--- src/rtl/core/tlvx_pkg.sv ---
package tlvx_pkg;

	localparam int unsigned NUM_TAGS_DEF    = 8;
	localparam int unsigned MAX_TAG_LEN_DEF = 16;
	localparam int unsigned OUT_DEPTH       = 4;

	localparam logic [31:0] MAGIC_RST       = 32'h536b_616e;
	localparam logic [7:0]  TYPE_MASK_RST   = 8'h0f;
	localparam logic [7:0]  LEN_MASK_RST    = 8'h30;
	localparam logic [7:0]  LEN8_RST        = 8'h20;
	localparam logic [7:0]  LEN16_RST       = 8'h10;
	localparam logic [7:0]  LEN32_RST       = 8'h00;
	localparam logic [7:0]  NULL_RST        = 8'h04;
	localparam logic [3:0]  TAGS_USE_RST    = 4'd0;

	localparam logic       REQ_TAG_WRITE = 1'b0;
	localparam logic       REQ_MSG_BYTE  = 1'b1;
	localparam logic       KIND_MATCH    = 1'b0;
	localparam logic       KIND_SUMMARY  = 1'b1;

	typedef enum logic [1:0] {
		ST_OK        = 2'd0,
		ST_BAD_MAGIC = 2'd1,
		ST_TRUNC     = 2'd2,
		ST_BAD_LEN   = 2'd3
	} status_t;

	typedef enum logic [3:0] {
		REG_MAGIC       = 4'd0,
		REG_TYPE_MASK   = 4'd1,
		REG_LEN_MASK    = 4'd2,
		REG_LEN8        = 4'd3,
		REG_LEN16       = 4'd4,
		REG_LEN32       = 4'd5,
		REG_NULL        = 4'd6,
		REG_TAGS_USE    = 4'd7
	} reg_idx_t;

	typedef enum logic [2:0] {
		PH_MAGIC,
		PH_TAGLEN,
		PH_TAG,
		PH_TYPE,
		PH_LEN,
		PH_DATA,
		PH_DONE
	} phase_t;

	typedef struct packed {
		logic [31:0] magic_word;
		logic [7:0]  type_mask;
		logic [7:0]  len_mask;
		logic [7:0]  len8_code;
		logic [7:0]  len16_code;
		logic [7:0]  len32_code;
		logic [7:0]  null_code;
		logic [3:0]  tags_in_use;
	} cfg_t;

	typedef struct packed {
		logic        kind;
		logic [2:0]  slot;
		logic [7:0]  code;
		logic [31:0] offset;
		logic [31:0] len;
		logic [1:0]  status;
		logic [3:0]  count;
		logic        last;
	} result_t;

	typedef struct packed {
		logic    [1:0] num;
		result_t       r0;
		result_t       r1;
	} push_t;

endpackage

--- src/rtl/core/tlvx_tag_store.sv ---
module tlvx_tag_store #(
	parameter int unsigned NUM_TAGS    = tlvx_pkg::NUM_TAGS_DEF,
	parameter int unsigned MAX_TAG_LEN = tlvx_pkg::MAX_TAG_LEN_DEF
) (
	input  logic                clk,
	input  logic                wr_en,
	input  logic [2:0]          wr_slot,
	input  logic [3:0]          wr_pos,
	input  logic [4:0]          wr_len,
	input  logic [7:0]          wr_byte,
	input  logic [7:0]          cmp_byte,
	input  logic [7:0]          cmp_pos,
	output logic [NUM_TAGS-1:0] len_hit,
	output logic [NUM_TAGS-1:0] byte_hit
);
	import tlvx_pkg::*;

	localparam int unsigned SW  = (NUM_TAGS > 1) ? $clog2(NUM_TAGS) : 1;
	localparam int unsigned TPW = (MAX_TAG_LEN > 1) ? $clog2(MAX_TAG_LEN) : 1;

	logic [7:0] bytes_q [NUM_TAGS][MAX_TAG_LEN];
	logic [4:0] lens_q  [NUM_TAGS];
	logic [5:0] slot6;
	logic [7:0] pos8;

	assign slot6 = 6'(wr_slot);
	assign pos8  = 8'(wr_pos);

	always_ff @(posedge clk) begin
		if (wr_en && (slot6 < 6'(NUM_TAGS))) begin
			lens_q[slot6[SW-1:0]] <= wr_len;
			if (pos8 < 8'(MAX_TAG_LEN)) begin
				bytes_q[slot6[SW-1:0]][pos8[TPW-1:0]] <= wr_byte;
			end
		end
	end

	// out-of-range tag bytes never match; stored lengths over the max never match
	always_comb begin
		for (int s = 0; s < NUM_TAGS; s++) begin
			len_hit[s]  = (8'(lens_q[s]) == cmp_byte) && (cmp_byte <= 8'(MAX_TAG_LEN));
			byte_hit[s] = (cmp_pos < 8'(MAX_TAG_LEN))
				&& (bytes_q[s][cmp_pos[TPW-1:0]] == cmp_byte);
		end
	end

endmodule

--- src/rtl/core/tlvx_parser.sv ---
module tlvx_parser #(
	parameter int unsigned NUM_TAGS = tlvx_pkg::NUM_TAGS_DEF
) (
	input  logic                 clk,
	input  logic                 arst_n,
	input  logic                 step,
	input  logic [7:0]           b,
	input  logic                 msg_last,
	input  tlvx_pkg::cfg_t       cfg,
	input  logic [NUM_TAGS-1:0]  len_hit,
	input  logic [NUM_TAGS-1:0]  byte_hit,
	output logic [7:0]           cmp_pos,
	output tlvx_pkg::push_t      push
);
	import tlvx_pkg::*;

	phase_t              phase_q, phase_n;
	logic [31:0]         off_q, off_n, shift_q, shift_n, rem_q, rem_n, start_q, start_n;
	logic [7:0]          fc_q, fc_n, tlen_q, tlen_n, code_q, code_n;
	logic [NUM_TAGS-1:0] cand_q, cand_n, found_q, found_n, act;
	logic [1:0]          err_q, err_n;

	logic                do_fin, m_valid;
	logic [31:0]         fin_off, fin_len;
	logic [7:0]          lc;
	logic [5:0]          n_act;
	logic [2:0]          low_idx;
	logic [5:0]          pop;
	result_t             m_res, s_res;
	logic [1:0]          st;

	// active slots: tags_in_use clipped to NUM_TAGS
	always_comb begin
		n_act = (6'(cfg.tags_in_use) > 6'(NUM_TAGS)) ? 6'(NUM_TAGS) : 6'(cfg.tags_in_use);
		for (int s = 0; s < NUM_TAGS; s++) begin
			act[s] = (6'(s) < n_act);
		end
	end

	always_comb begin
		low_idx = '0;
		for (int s = NUM_TAGS - 1; s >= 0; s--) begin
			if (cand_q[s]) begin
				low_idx = 3'(s);
			end
		end
	end

	assign cmp_pos = fc_q;

	always_comb begin
		phase_n = phase_q;
		off_n   = off_q + 32'd1;
		shift_n = shift_q;
		rem_n   = rem_q;
		start_n = start_q;
		fc_n    = fc_q;
		tlen_n  = tlen_q;
		code_n  = code_q;
		cand_n  = cand_q;
		found_n = found_q;
		err_n   = err_q;
		do_fin  = 1'b0;
		fin_off = '0;
		fin_len = '0;
		lc      = b & cfg.len_mask;
		m_valid = 1'b0;
		pop     = '0;
		st      = ST_OK;
		unique case (phase_q)
			PH_MAGIC: begin
				if ((off_q == '0) && ((found_q & act) == act)) begin
					phase_n = PH_DONE;
				end else begin
					shift_n = {shift_q[23:0], b};
					fc_n    = fc_q + 8'd1;
					if (fc_n >= 8'd4) begin
						fc_n = '0;
						if (shift_n != cfg.magic_word) begin
							err_n   = ST_BAD_MAGIC;
							phase_n = PH_DONE;
						end else begin
							phase_n = PH_TAGLEN;
						end
					end
				end
			end
			PH_TAGLEN: begin
				tlen_n  = b;
				fc_n    = '0;
				cand_n  = len_hit & act;
				phase_n = (b == '0) ? PH_TYPE : PH_TAG;
			end
			PH_TAG: begin
				cand_n = cand_q & byte_hit;
				fc_n   = fc_q + 8'd1;
				if (fc_n >= tlen_q) begin
					phase_n = PH_TYPE;
				end
			end
			PH_TYPE: begin
				code_n  = b & cfg.type_mask;
				shift_n = '0;
				if (code_n == cfg.null_code) begin
					do_fin = 1'b1;
				end else if (lc == cfg.len8_code) begin
					fc_n = 8'd1;  phase_n = PH_LEN;
				end else if (lc == cfg.len16_code) begin
					fc_n = 8'd2;  phase_n = PH_LEN;
				end else if (lc == cfg.len32_code) begin
					fc_n = 8'd4;  phase_n = PH_LEN;
				end else begin
					err_n   = ST_BAD_LEN;
					phase_n = PH_DONE;
				end
			end
			PH_LEN: begin
				shift_n = {shift_q[23:0], b};
				fc_n    = fc_q - 8'd1;
				if (fc_n == '0) begin
					rem_n   = shift_n;
					start_n = off_q + 32'd1;
					if (shift_n == '0) begin
						do_fin  = 1'b1;
						fin_off = start_n;
					end else begin
						phase_n = PH_DATA;
					end
				end
			end
			PH_DATA: begin
				rem_n = rem_q - 32'd1;
				if (rem_n == '0) begin
					do_fin  = 1'b1;
					fin_off = start_q;
					fin_len = shift_q;
				end
			end
			default: ;
		endcase

		// item complete: lowest candidate reports once
		if (do_fin) begin
			if ((cand_q != '0) && !found_q[low_idx]) begin
				found_n[low_idx] = 1'b1;
				m_valid          = 1'b1;
			end
			phase_n = ((found_n & act) == act) ? PH_DONE : PH_TAGLEN;
		end

		for (int s = 0; s < NUM_TAGS; s++) begin
			pop = pop + 6'((found_n[s] & act[s]));
		end

		if (err_n != '0) begin
			st = err_n;
		end else if ((phase_n != PH_TAGLEN) && (phase_n != PH_DONE)) begin
			st = ST_TRUNC;
		end

		m_res = '{kind: KIND_MATCH, slot: low_idx, code: code_n, offset: fin_off,
			len: fin_len, status: ST_OK, count: pop[3:0], last: 1'b0};
		s_res = '{kind: KIND_SUMMARY, slot: '0, code: '0, offset: '0, len: '0,
			status: st, count: pop[3:0], last: 1'b1};

		push.r0  = m_valid ? m_res : s_res;
		push.r1  = s_res;
		push.num = step ? (2'(m_valid) + 2'(msg_last)) : 2'd0;
	end

	always_ff @(posedge clk or negedge arst_n) begin
		if (!arst_n) begin
			phase_q <= PH_MAGIC;
			off_q   <= '0;
			shift_q <= '0;
			rem_q   <= '0;
			start_q <= '0;
			fc_q    <= '0;
			tlen_q  <= '0;
			code_q  <= '0;
			cand_q  <= '0;
			found_q <= '0;
			err_q   <= '0;
		end else if (step) begin
			if (msg_last) begin
				phase_q <= PH_MAGIC;
				off_q   <= '0;
				shift_q <= '0;
				rem_q   <= '0;
				start_q <= '0;
				fc_q    <= '0;
				tlen_q  <= '0;
				code_q  <= '0;
				cand_q  <= '0;
				found_q <= '0;
				err_q   <= '0;
			end else begin
				phase_q <= phase_n;
				off_q   <= off_n;
				shift_q <= shift_n;
				rem_q   <= rem_n;
				start_q <= start_n;
				fc_q    <= fc_n;
				tlen_q  <= tlen_n;
				code_q  <= code_n;
				cand_q  <= cand_n;
				found_q <= found_n;
				err_q   <= err_n;
			end
		end
	end

`ifndef SYNTHESIS
	a_clear_after_last: assert property (@(posedge clk) disable iff (!arst_n)
		(step && msg_last) |=> (phase_q == PH_MAGIC && found_q == '0))
		else $error("message state not cleared after last byte");
	a_no_match_when_done: assert property (@(posedge clk) disable iff (!arst_n)
		(phase_q == PH_DONE) |-> !m_valid)
		else $error("match reported after parsing stopped");
`endif

endmodule

--- src/rtl/core/tlvx_out_fifo.sv ---
module tlvx_out_fifo (
	input  logic              clk,
	input  logic              arst_n,
	input  tlvx_pkg::push_t   push,
	input  logic              pop,
	output logic              out_valid,
	output tlvx_pkg::result_t out_data,
	output logic              room2
);
	import tlvx_pkg::*;

	localparam int unsigned PW = $clog2(OUT_DEPTH);

	result_t       mem_q [OUT_DEPTH];
	logic [PW-1:0] wp_q, rp_q, wp1;
	logic [PW:0]   cnt_q;
	logic          do_pop;

	assign wp1       = wp_q + PW'(1);
	assign out_valid = (cnt_q != '0);
	assign out_data  = mem_q[rp_q];
	assign do_pop    = pop && out_valid;
	assign room2     = (cnt_q <= (PW+1)'(OUT_DEPTH - 2));

	always_ff @(posedge clk) begin
		if (push.num != 2'd0) begin
			mem_q[wp_q] <= push.r0;
		end
		if (push.num == 2'd2) begin
			mem_q[wp1] <= push.r1;
		end
	end

	always_ff @(posedge clk or negedge arst_n) begin
		if (!arst_n) begin
			wp_q  <= '0;
			rp_q  <= '0;
			cnt_q <= '0;
		end else begin
			wp_q  <= wp_q + PW'(push.num);
			rp_q  <= rp_q + PW'(do_pop);
			cnt_q <= cnt_q + (PW+1)'(push.num) - (PW+1)'(do_pop);
		end
	end

`ifndef SYNTHESIS
	a_no_overflow: assert property (@(posedge clk) disable iff (!arst_n)
		(push.num != 2'd0) |-> ((cnt_q + (PW+1)'(push.num)) <= (PW+1)'(OUT_DEPTH)))
		else $error("result queue overflow");
`endif

endmodule

--- src/rtl/core/tlv_message_tag_extractor_top.sv ---
// TLV tag extractor. Send search tag bytes (req_type 0) and message bytes
// (req_type 1) on the input channel; one transfer is taken per clock while
// the result queue has room. Each transfer goes to an input register and is
// parsed from there against all tag slots in parallel, and a new transfer is
// accepted every cycle as long as the four-entry result queue has room for
// two results. A byte yields at most a match report and, on the byte marked
// msg_last, an end-of-message summary (last = 1). A result is written into
// the result queue when its byte is parsed and is shown at the outputs from
// there. Registers are written through the cfg channel (always ready); the
// user must write them only while the block is idle, which is not enforced.
module tlv_message_tag_extractor_top #(
	parameter int unsigned NUM_TAGS    = tlvx_pkg::NUM_TAGS_DEF,
	parameter int unsigned MAX_TAG_LEN = tlvx_pkg::MAX_TAG_LEN_DEF
) (
	input  logic        clk,
	input  logic        arst_n,
	// input channel
	input  logic        in_valid,
	output logic        in_ready,
	input  logic        req_type,
	input  logic [2:0]  tag_slot,
	input  logic [3:0]  tag_pos,
	input  logic [4:0]  tag_length,
	input  logic [7:0]  data_byte,
	input  logic        msg_last,
	// result channel
	output logic        out_valid,
	input  logic        out_ready,
	output logic        result_kind,
	output logic [2:0]  match_slot,
	output logic [7:0]  type_code,
	output logic [31:0] data_offset,
	output logic [31:0] data_len,
	output logic [1:0]  status,
	output logic [3:0]  found_count,
	output logic        last,
	// configuration
	input  logic        cfg_valid,
	output logic        cfg_ready,
	input  logic [3:0]  cfg_index,
	input  logic [31:0] cfg_data
);
	import tlvx_pkg::*;

	cfg_t                cfg_q;
	logic                s1_valid, s1_fire, room2;
	logic                req_s1, last_s1;
	logic [2:0]          slot_s1;
	logic [3:0]          pos_s1;
	logic [4:0]          tlen_s1;
	logic [7:0]          byte_s1, cmp_pos;
	logic [NUM_TAGS-1:0] len_hit, byte_hit;
	push_t               push;
	result_t             res;

	assign cfg_ready = 1'b1;

	// register file; unknown indexes are dropped
	always_ff @(posedge clk or negedge arst_n) begin
		if (!arst_n) begin
			cfg_q <= '{magic_word: MAGIC_RST, type_mask: TYPE_MASK_RST,
				len_mask: LEN_MASK_RST, len8_code: LEN8_RST,
				len16_code: LEN16_RST, len32_code: LEN32_RST,
				null_code: NULL_RST, tags_in_use: TAGS_USE_RST};
		end else if (cfg_valid && cfg_ready) begin
			unique case (cfg_index)
				REG_MAGIC:       cfg_q.magic_word  <= cfg_data;
				REG_TYPE_MASK:   cfg_q.type_mask   <= cfg_data[7:0];
				REG_LEN_MASK:    cfg_q.len_mask    <= cfg_data[7:0];
				REG_LEN8:        cfg_q.len8_code   <= cfg_data[7:0];
				REG_LEN16:       cfg_q.len16_code  <= cfg_data[7:0];
				REG_LEN32:       cfg_q.len32_code  <= cfg_data[7:0];
				REG_NULL:        cfg_q.null_code   <= cfg_data[7:0];
				REG_TAGS_USE:    cfg_q.tags_in_use <= cfg_data[3:0];
				default: ;
			endcase
		end
	end

	// input stage: parsed when the result queue can take two results
	assign s1_fire  = s1_valid && room2;
	assign in_ready = !s1_valid || s1_fire;

	always_ff @(posedge clk or negedge arst_n) begin
		if (!arst_n) begin
			s1_valid <= 1'b0;
		end else if (in_ready) begin
			s1_valid <= in_valid;
		end
	end

	always_ff @(posedge clk) begin
		if (in_valid && in_ready) begin
			req_s1  <= req_type;
			slot_s1 <= tag_slot;
			pos_s1  <= tag_pos;
			tlen_s1 <= tag_length;
			byte_s1 <= data_byte;
			last_s1 <= msg_last;
		end
	end

	tlvx_tag_store #(.NUM_TAGS(NUM_TAGS), .MAX_TAG_LEN(MAX_TAG_LEN)) u_store (
		.clk      (clk),
		.wr_en    (s1_fire && (req_s1 == REQ_TAG_WRITE)),
		.wr_slot  (slot_s1),
		.wr_pos   (pos_s1),
		.wr_len   (tlen_s1),
		.wr_byte  (byte_s1),
		.cmp_byte (byte_s1),
		.cmp_pos  (cmp_pos),
		.len_hit  (len_hit),
		.byte_hit (byte_hit)
	);

	tlvx_parser #(.NUM_TAGS(NUM_TAGS)) u_parser (
		.clk      (clk),
		.arst_n   (arst_n),
		.step     (s1_fire && (req_s1 == REQ_MSG_BYTE)),
		.b        (byte_s1),
		.msg_last (last_s1),
		.cfg      (cfg_q),
		.len_hit  (len_hit),
		.byte_hit (byte_hit),
		.cmp_pos  (cmp_pos),
		.push     (push)
	);

	tlvx_out_fifo u_fifo (
		.clk       (clk),
		.arst_n    (arst_n),
		.push      (push),
		.pop       (out_ready),
		.out_valid (out_valid),
		.out_data  (res),
		.room2     (room2)
	);

	assign result_kind = res.kind;
	assign match_slot  = res.slot;
	assign type_code   = res.code;
	assign data_offset = res.offset;
	assign data_len    = res.len;
	assign status      = res.status;
	assign found_count = res.count;
	assign last        = res.last;

`ifndef SYNTHESIS
	a_stall_holds_stage: assert property (@(posedge clk) disable iff (!arst_n)
		!in_ready |-> (s1_valid && !room2))
		else $error("input stalled without a full queue");
	a_kind_last: assert property (@(posedge clk) disable iff (!arst_n)
		out_valid |-> (last == result_kind))
		else $error("last flag disagrees with result kind");
`endif

endmodule
--- config.mk ---
export PLATFORM = sky130hd
export DESIGN_NAME = tlv_message_tag_extractor_top
export DESIGN_NICKNAME = d
export VERILOG_FILES = /design/src/rtl/core/tlvx_pkg.sv /design/src/rtl/core/tlvx_tag_store.sv /design/src/rtl/core/tlvx_parser.sv /design/src/rtl/core/tlvx_out_fifo.sv /design/src/rtl/core/tlv_message_tag_extractor_top.sv
export SDC_FILE = /design/constraint.sdc
export NUM_CORES = 2
export LEC_CHECK = 0
export BUFFER_PORTS_ARGS = -buffer_cell sky130_fd_sc_hd__buf_2
export CORE_MARGIN = 10
export CORE_UTILIZATION = 55
export CTS_BUF_LIST = sky130_fd_sc_hd__clkbuf_2
export CTS_CLUSTER_SIZE = 14
export DETAILED_ROUTE_END_ITERATION = 8
export PLACE_DENSITY = 0.68
export SLEW_MARGIN = 20
export SYNTH_ARGS = -nofsm -noshare
export SYNTH_HDL_FRONTEND = slang
export SYNTH_SLANG_ARGS = --single-unit
--- constraint.sdc ---
create_clock -name clk -period 18.9 [get_ports clk]
set_input_delay 2.835 -clock clk [delete_from_list [all_inputs] [get_ports clk]]
set_output_delay 2.835 -clock clk [all_outputs]
set_load 0.05 [all_outputs]
=== Word level (Yosys, flattened, before mapping) ===
Memory sizes are Yosys's and may differ from the RTL's.
Cells that the tools add are included.

* Output and inout port bits: 86
* Memories kept: 3
* Register bits: 287
* Word-level logic and storage cells: 309
* Bits of input ports: 63
* Memory bits (writable): 1396
* Latch bits: 0
* Memory bits (read-only): 0

{| class="wikitable"
|+ Memory list
! name !! words !! width !! read ports !! clocked after Yosys merged registers in !! write ports !! RTL line !! RTL
|-
| u_store.bytes_q || 8 || 128 || 8 || 0 || 1 || tlvx_tag_store.sv:21 || <nowiki>logic [7:0] bytes_q [NUM_TAGS][MAX_TAG_LEN];</nowiki>
|-
| u_fifo.mem_q || 4 || 83 || 1 || 0 || 2 || tlvx_out_fifo.sv:14 || <nowiki>result_t mem_q [OUT_DEPTH];</nowiki>
|-
| u_store.lens_q || 8 || 5 || 8 || 0 || 1 || tlvx_tag_store.sv:22 || <nowiki>logic [4:0] lens_q [NUM_TAGS];</nowiki>
|}

* Div/mod/pow operators: 0
* Reduce and logical (&&, ||, !) cells: 62
* Equal/unequal tests: 42
* Multiply operators: 0
* $add $sub $neg: 17
* Muxes and demuxes: 117
* Bitwise operators: 18
* Shifts and indexed selects: 0
* Magnitude comparators: 21

{| class="wikitable"
|+ Operator list
! operator !! number
|-
| 32-bit 2-to-1 mux || 13
|-
| 8-bit 2-to-1 mux || 33
|-
| 8-bit binary-select mux with 4-bit select || 8
|-
| 128-bit 2-to-1 mux || 1
|-
| 32-bit case mux with 2 select lines || 2
|-
| 8-bit equality test || 14
|-
| 32-bit logical NOT || 3
|-
| 32-bit case mux with 3 select lines || 1
|-
| 83-bit 2-to-1 mux || 1
|-
| 5-bit by 8-bit equality test with 1-bit output || 8
|-
| 3-bit 2-to-1 mux || 20
|-
| 8-bit bitwise AND || 6
|-
| 8-bit case mux with 5 select lines || 1
|-
| 32-bit by 1-bit adder with 32-bit output, second input constant || 1
|-
| 8-bit demux with 4-bit select || 1
|-
| 32-bit != test || 1
|-
| 32-bit by 1-bit subtractor with 32-bit output, second input constant || 1
|-
| 4-bit adder || 7
|-
| 1-bit logical AND || 27
|-
| 3-bit by 6-bit less-than comparator with 1-bit output, first input constant || 4
|-
| 2-bit 2-to-1 mux || 12
|-
| 2-bit AND reduction || 10
|-
| 1-bit 2-to-1 mux || 17
|-
| 4-bit by 3-bit equality test with 1-bit output, second input constant || 4
|-
| 54 further kinds || 81
|}

=== Longest topological paths before layout ===
* Depth in word-level cells: 25
* Depth in mapped cells: 24
* Gate-level depth less buffers: 20

=== By module ===
Synthesis repeated with hierarchy kept, for this count alone.

* Cells, all modules: 4904
* Area, all modules: 77465.5 um^2

{| class="wikitable"
|+ Modules (own cells, without submodules)
! module !! sequential area each (um^2) !! cells each !! area an instance (um^2) !! instances
|-
| tlvx_tag_store || 31950.6 || 2153 || 43234.0 || 1
|-
| tlvx_out_fifo || 10144.7 || 843 || 16980.0 || 1
|-
| tlvx_parser || 4329.2 || 1690 || 13241.4 || 1
|-
| tlv_message_tag_extractor_top || 2820.2 || 218 || 4010.1 || 1
|}

=== Worst setup path before layout ===
OpenSTA, ideal clock, no wires.

* Kind: reg-to-reg
* Start point: reg u_parser.fc_q[0], in the netlist u_parser.cmp_pos[0]
* End point: mem u_fifo.mem_q[2][3] (netlist bit), data pin
* Clock period less this slack: 7.024 ns
* Path slack: 11.876 ns
* Library setup time: 0.265 ns
* Arrival time: 6.760 ns
* Stages on the path, launching flop included: 25
* Buffers on the path: 7
* Cell sequence: dfrtp_1 > buf_2 > buf_2 > buf_2 > buf_2 > buf_2 > clkbuf_1 > inv_1 > ha_1 > xor2_1 > nor4_1 > a21oi_1 > a21oi_4 > buf_2 > a31oi_1 > nor2_1 > fa_1 > inv_1 > fa_1 > fa_1 > inv_1 > ha_1 > fa_1 > xnor2_1 > nor2_1

{| class="wikitable"
|+ RTL lines
! element !! RTL line !! RTL
|-
| from (decl) || tlvx_parser.sv:19 || <nowiki>logic [7:0] fc_q, fc_n, tlen_q, tlen_n, code_q, code_n;</nowiki>
|-
| from (signal assigned) || tlvx_parser.sv:203 || <nowiki>fc_q <= fc_n;</nowiki>
|-
| to (decl) || tlvx_out_fifo.sv:14 ||
|}

=== Worst setup path in the final report ===
* Start point: reg u_fifo.rp_q[1]
* End point: out data_len[11]

* Cells in the longest elaborated chain, start to end: 1

{| class="wikitable"
|+ RTL lines
! element !! RTL line !! RTL
|-
| from (decl) || tlvx_out_fifo.sv:15 || <nowiki>logic [PW-1:0] wp_q, rp_q, wp1;</nowiki>
|-
| from (signal assigned) || tlvx_out_fifo.sv:41 || <nowiki>rp_q <= rp_q + PW'(do_pop);</nowiki>
|-
| memory 4 x 83 bit || -- ||
|-
| to (decl) || tlv_message_tag_extractor_top.sv:33 || <nowiki>output logic [31:0] data_len,</nowiki>
|}

Every way passes these cells.

==> run metrics <==
largest net degree at the start of global routing=about 150; initial antenna violation count=5; Detailed Routing Iterations Pass 1=6; Iteration-0 DRC Markers=4101; Avg Cell Area, Syn=14.0 µm²; Setup crit start kind=flop; DR vias/cell=approximately 6; Die X=between 300 and 400 µm; Setup Fix Bufs, Post-CTS=0; Worst R2R Start=u_parser.rem_q[0]; Min Clock Period, post-route=7270 ps; Crit path arrival time=4440 ps; peak supply drop=0.0744 mV; Final period util=0.385; Synthesized Nets=5081; fmax=138 MHz; YS warnings=0; synthesis-stage register bit count=1679; number of CTS-inserted buffers=424; CP Cell Sequence=buf_4 -> mux4_2 -> buf_2; sequential-to-total area share from yosys stat=0.658; CP max-delay cell=dfrtp_4; fin area=75900 µm²; hold_ws=454 ps; Initial Util=0.555; RSZ-0062 raised after global routing=no; gr usage total=0.251; DP HPWL=109 mm; Port Buffers=about 150; vias in the first global route=44155; Final Skew=151 ps; vias=44254; Area growth syn-to-layout=8.44%; max cap viols=0; final hold violations=0; Hold Startpoint=u_fifo.mem_q[3][40]; Seq. cell area=between 40000 and 50000 µm²; worst slew pin tran=1230 ps; clk sinks=around 1700; clk buf depth=4; Syn Std Cell Area=70000 µm²; crit path capture type=output port; Synth async-reset ratio=0.158; drt drc=0; post-cts repair resize count=0; clk slew on worst S/H paths=100 ps; Post-DRT Antenna Nets=0; Die H=approximately 380 µm; WL/cell=24.8 µm; CP max FO=45; Synth cell types=76; core area=126000 µm²; grt ovf=0; final core utilization=0.602; IO Pins=149; type of the worst setup path=reg -> out; crit-path max cell delay=970 ps; FP Rows=130; share of cells above drive strength 1=0.229; # nets final=~5400; WP data required=16070 ps; Static Leak=0.0269 µW; post-synthesis instance total=4989; die area=142000 µm²; Hold Crit Class=reg -> reg; final setup fails=0; CTS tree=done; fillers=approximately 10000; DRT Wirelength=180 mm; status=completed; H-tree depth reported by CTS=5; CTS Hold Bufs=0; origin of the worst setup path=u_fifo.rp_q[1]; multi-input logic area=approximately 23000 µm²; first-pass GRT wire length=274 mm; Clock Latency Late Sink=1780 ps; Slew headroom=0.179; post-place instance area=72300 µm²; Slew Viols, Final=0; PD cells=120 nW/µm²; setup TNS=0 ps; total chip power=~9000 µW; Root Buffer Master=clkbuf_2; Most used DFF post-synth=edfxtp_1; number of enable flip-flop cells after synthesis=roughly 1100; gp weighted congestion=~0.85
[sequential cells by signal, indices dropped and copies added, names as in the netlist, 2 cells and up]
signal and flops:
byte_s1 8, cfg_q 84, pos_s1 4, slot_s1 3, tlen_s1 5, u_fifo.cnt_q 3
u_fifo.mem_q 328, u_fifo.rp_q 2, u_fifo.wp_q 2, u_parser.cand_q 8, u_parser.cmp_pos 8, u_parser.code_q 8
u_parser.err_q 2, u_parser.found_q 8, u_parser.off_q 32, u_parser.phase_q 3, u_parser.rem_q 32, u_parser.shift_q 32
u_parser.start_q 32, u_parser.tlen_q 8, u_store.bytes_q 1024, u_store.lens_q 40
[per-stage QoR]
stage | instances | setup slack, ps
floorplan | 4989 | 11880
global placement | 6513 | 11950
detailed placement | 6513 | 11900
CTS | 7245 | 11400
global route | 7253 | 11180
finish | 7253 | 11630
[cell usage after synthesis (35+ instances only)]
master | n | area [µm²]
a21oi_1 | 130 | 651
a221oi_1 | 97 | 850
a22o_1 | 132 | 1160
a22oi_1 | 52 | 390
and3_1 | 46 | 288
buf_1 | 36 | 135
buf_2 | 36 | 180
clkbuf_1 | 271 | 1020
dfrtp_1 | 239 | 5980
dfxtp_1 | 304 | 6090
edfxtp_1 | 1110 | 33300
inv_1 | 35 | 131
mux2_2 | 89 | 1000
mux2i_1 | 194 | 1940
mux4_2 | 255 | 5740
nand2_1 | 451 | 1690
nand3_1 | 58 | 290
nand4_1 | 38 | 238
nor2_1 | 358 | 1340
nor3_1 | 39 | 195
nor4_1 | 58 | 363
o21ai_0 | 386 | 1930
xnor2_1 | 74 | 648
xor2_1 | 120 | 1050
[placed cells by master (no fill, tap or decap), types with 97 or more instances in the layout]
cell type / count
edfxtp_1: 1110
o21ai_0: 386
mux4_2: 255
a221oi_1: 97
a22o_1: 132
clkbuf_2: 618
a21oi_1: 130
xor2_1: 120
dfrtp_1: 233
nand2_1: 445
mux2i_1: 194
buf_2: 146
dfxtp_1: 304
clkinv_1: 100
nor2_1: 352
[worst paths after layout]
kind,end,slack (ps),depth (start not counted)
worst min register to register,u_fifo.mem_q[3][40],450,2
min in group asynchronous,u_parser.code_q[4],1020,1
max in group asynchronous,u_parser.shift_q[12],16490,2
worst max-delay path,data_len[11],11630,3
worst min-delay path,u_fifo.mem_q[3][40],450,2
worst max register to register,u_fifo.mem_q[3][3],11740,20
[worst max-delay path: cells and delay by family (launching register included)]
family	cells	cell delay, ps
DFF	1	970
muxes	1	660
buffers and inverters	2	1010
[cell families after synthesis]
logic type,after synthesis,share of synthesized area
flip-flops,1679,0.658
adder cells (fa/ha/maj),29,0.00572
buffers and inverters,382,0.0213
multiplexers,538,0.124
AO/OA/AOI/OAI,974,0.0893
other,1,0.0000536
AND/OR/NAND/NOR,1192,0.0772
XOR/XNOR,194,0.0243
[layout make-up]
cell class	count	share of cell area
diodes	7	0.000231
inverters	36	0.00180
flip-flops and latches	1679	0.607
repair buffers	221	0.0182
multi-input cells	2928	0.298
clock buffers	618	0.0407
clock inverters	114	0.00680
well taps	1650	0.0272
[power breakdown]
part / internal (µW) / total (µW) / switching [µW] / leakage [µW]
registers: 4190 / 4490 / 301 / 0.0159
logic: 862 / 2280 / 1420 / 0.00822
clock network: 906 / 2330 / 1420 / 0.00281
total: 5960 / 9100 / 3140 / 0.0269
[metal layers]
metal	share of wire	global-route usage	wire length [µm]	up-vias
li1	-	-	-	19865
met1	0.41	0.339	74200	22156
met2	0.48	0.402	86600	1903
met3	0.076	0.0518	13600	328
met4	0.029	0.0925	5290	2
met5	0.000072	0	13	-
No activity file was read; power rests on OpenSTA's default activity.
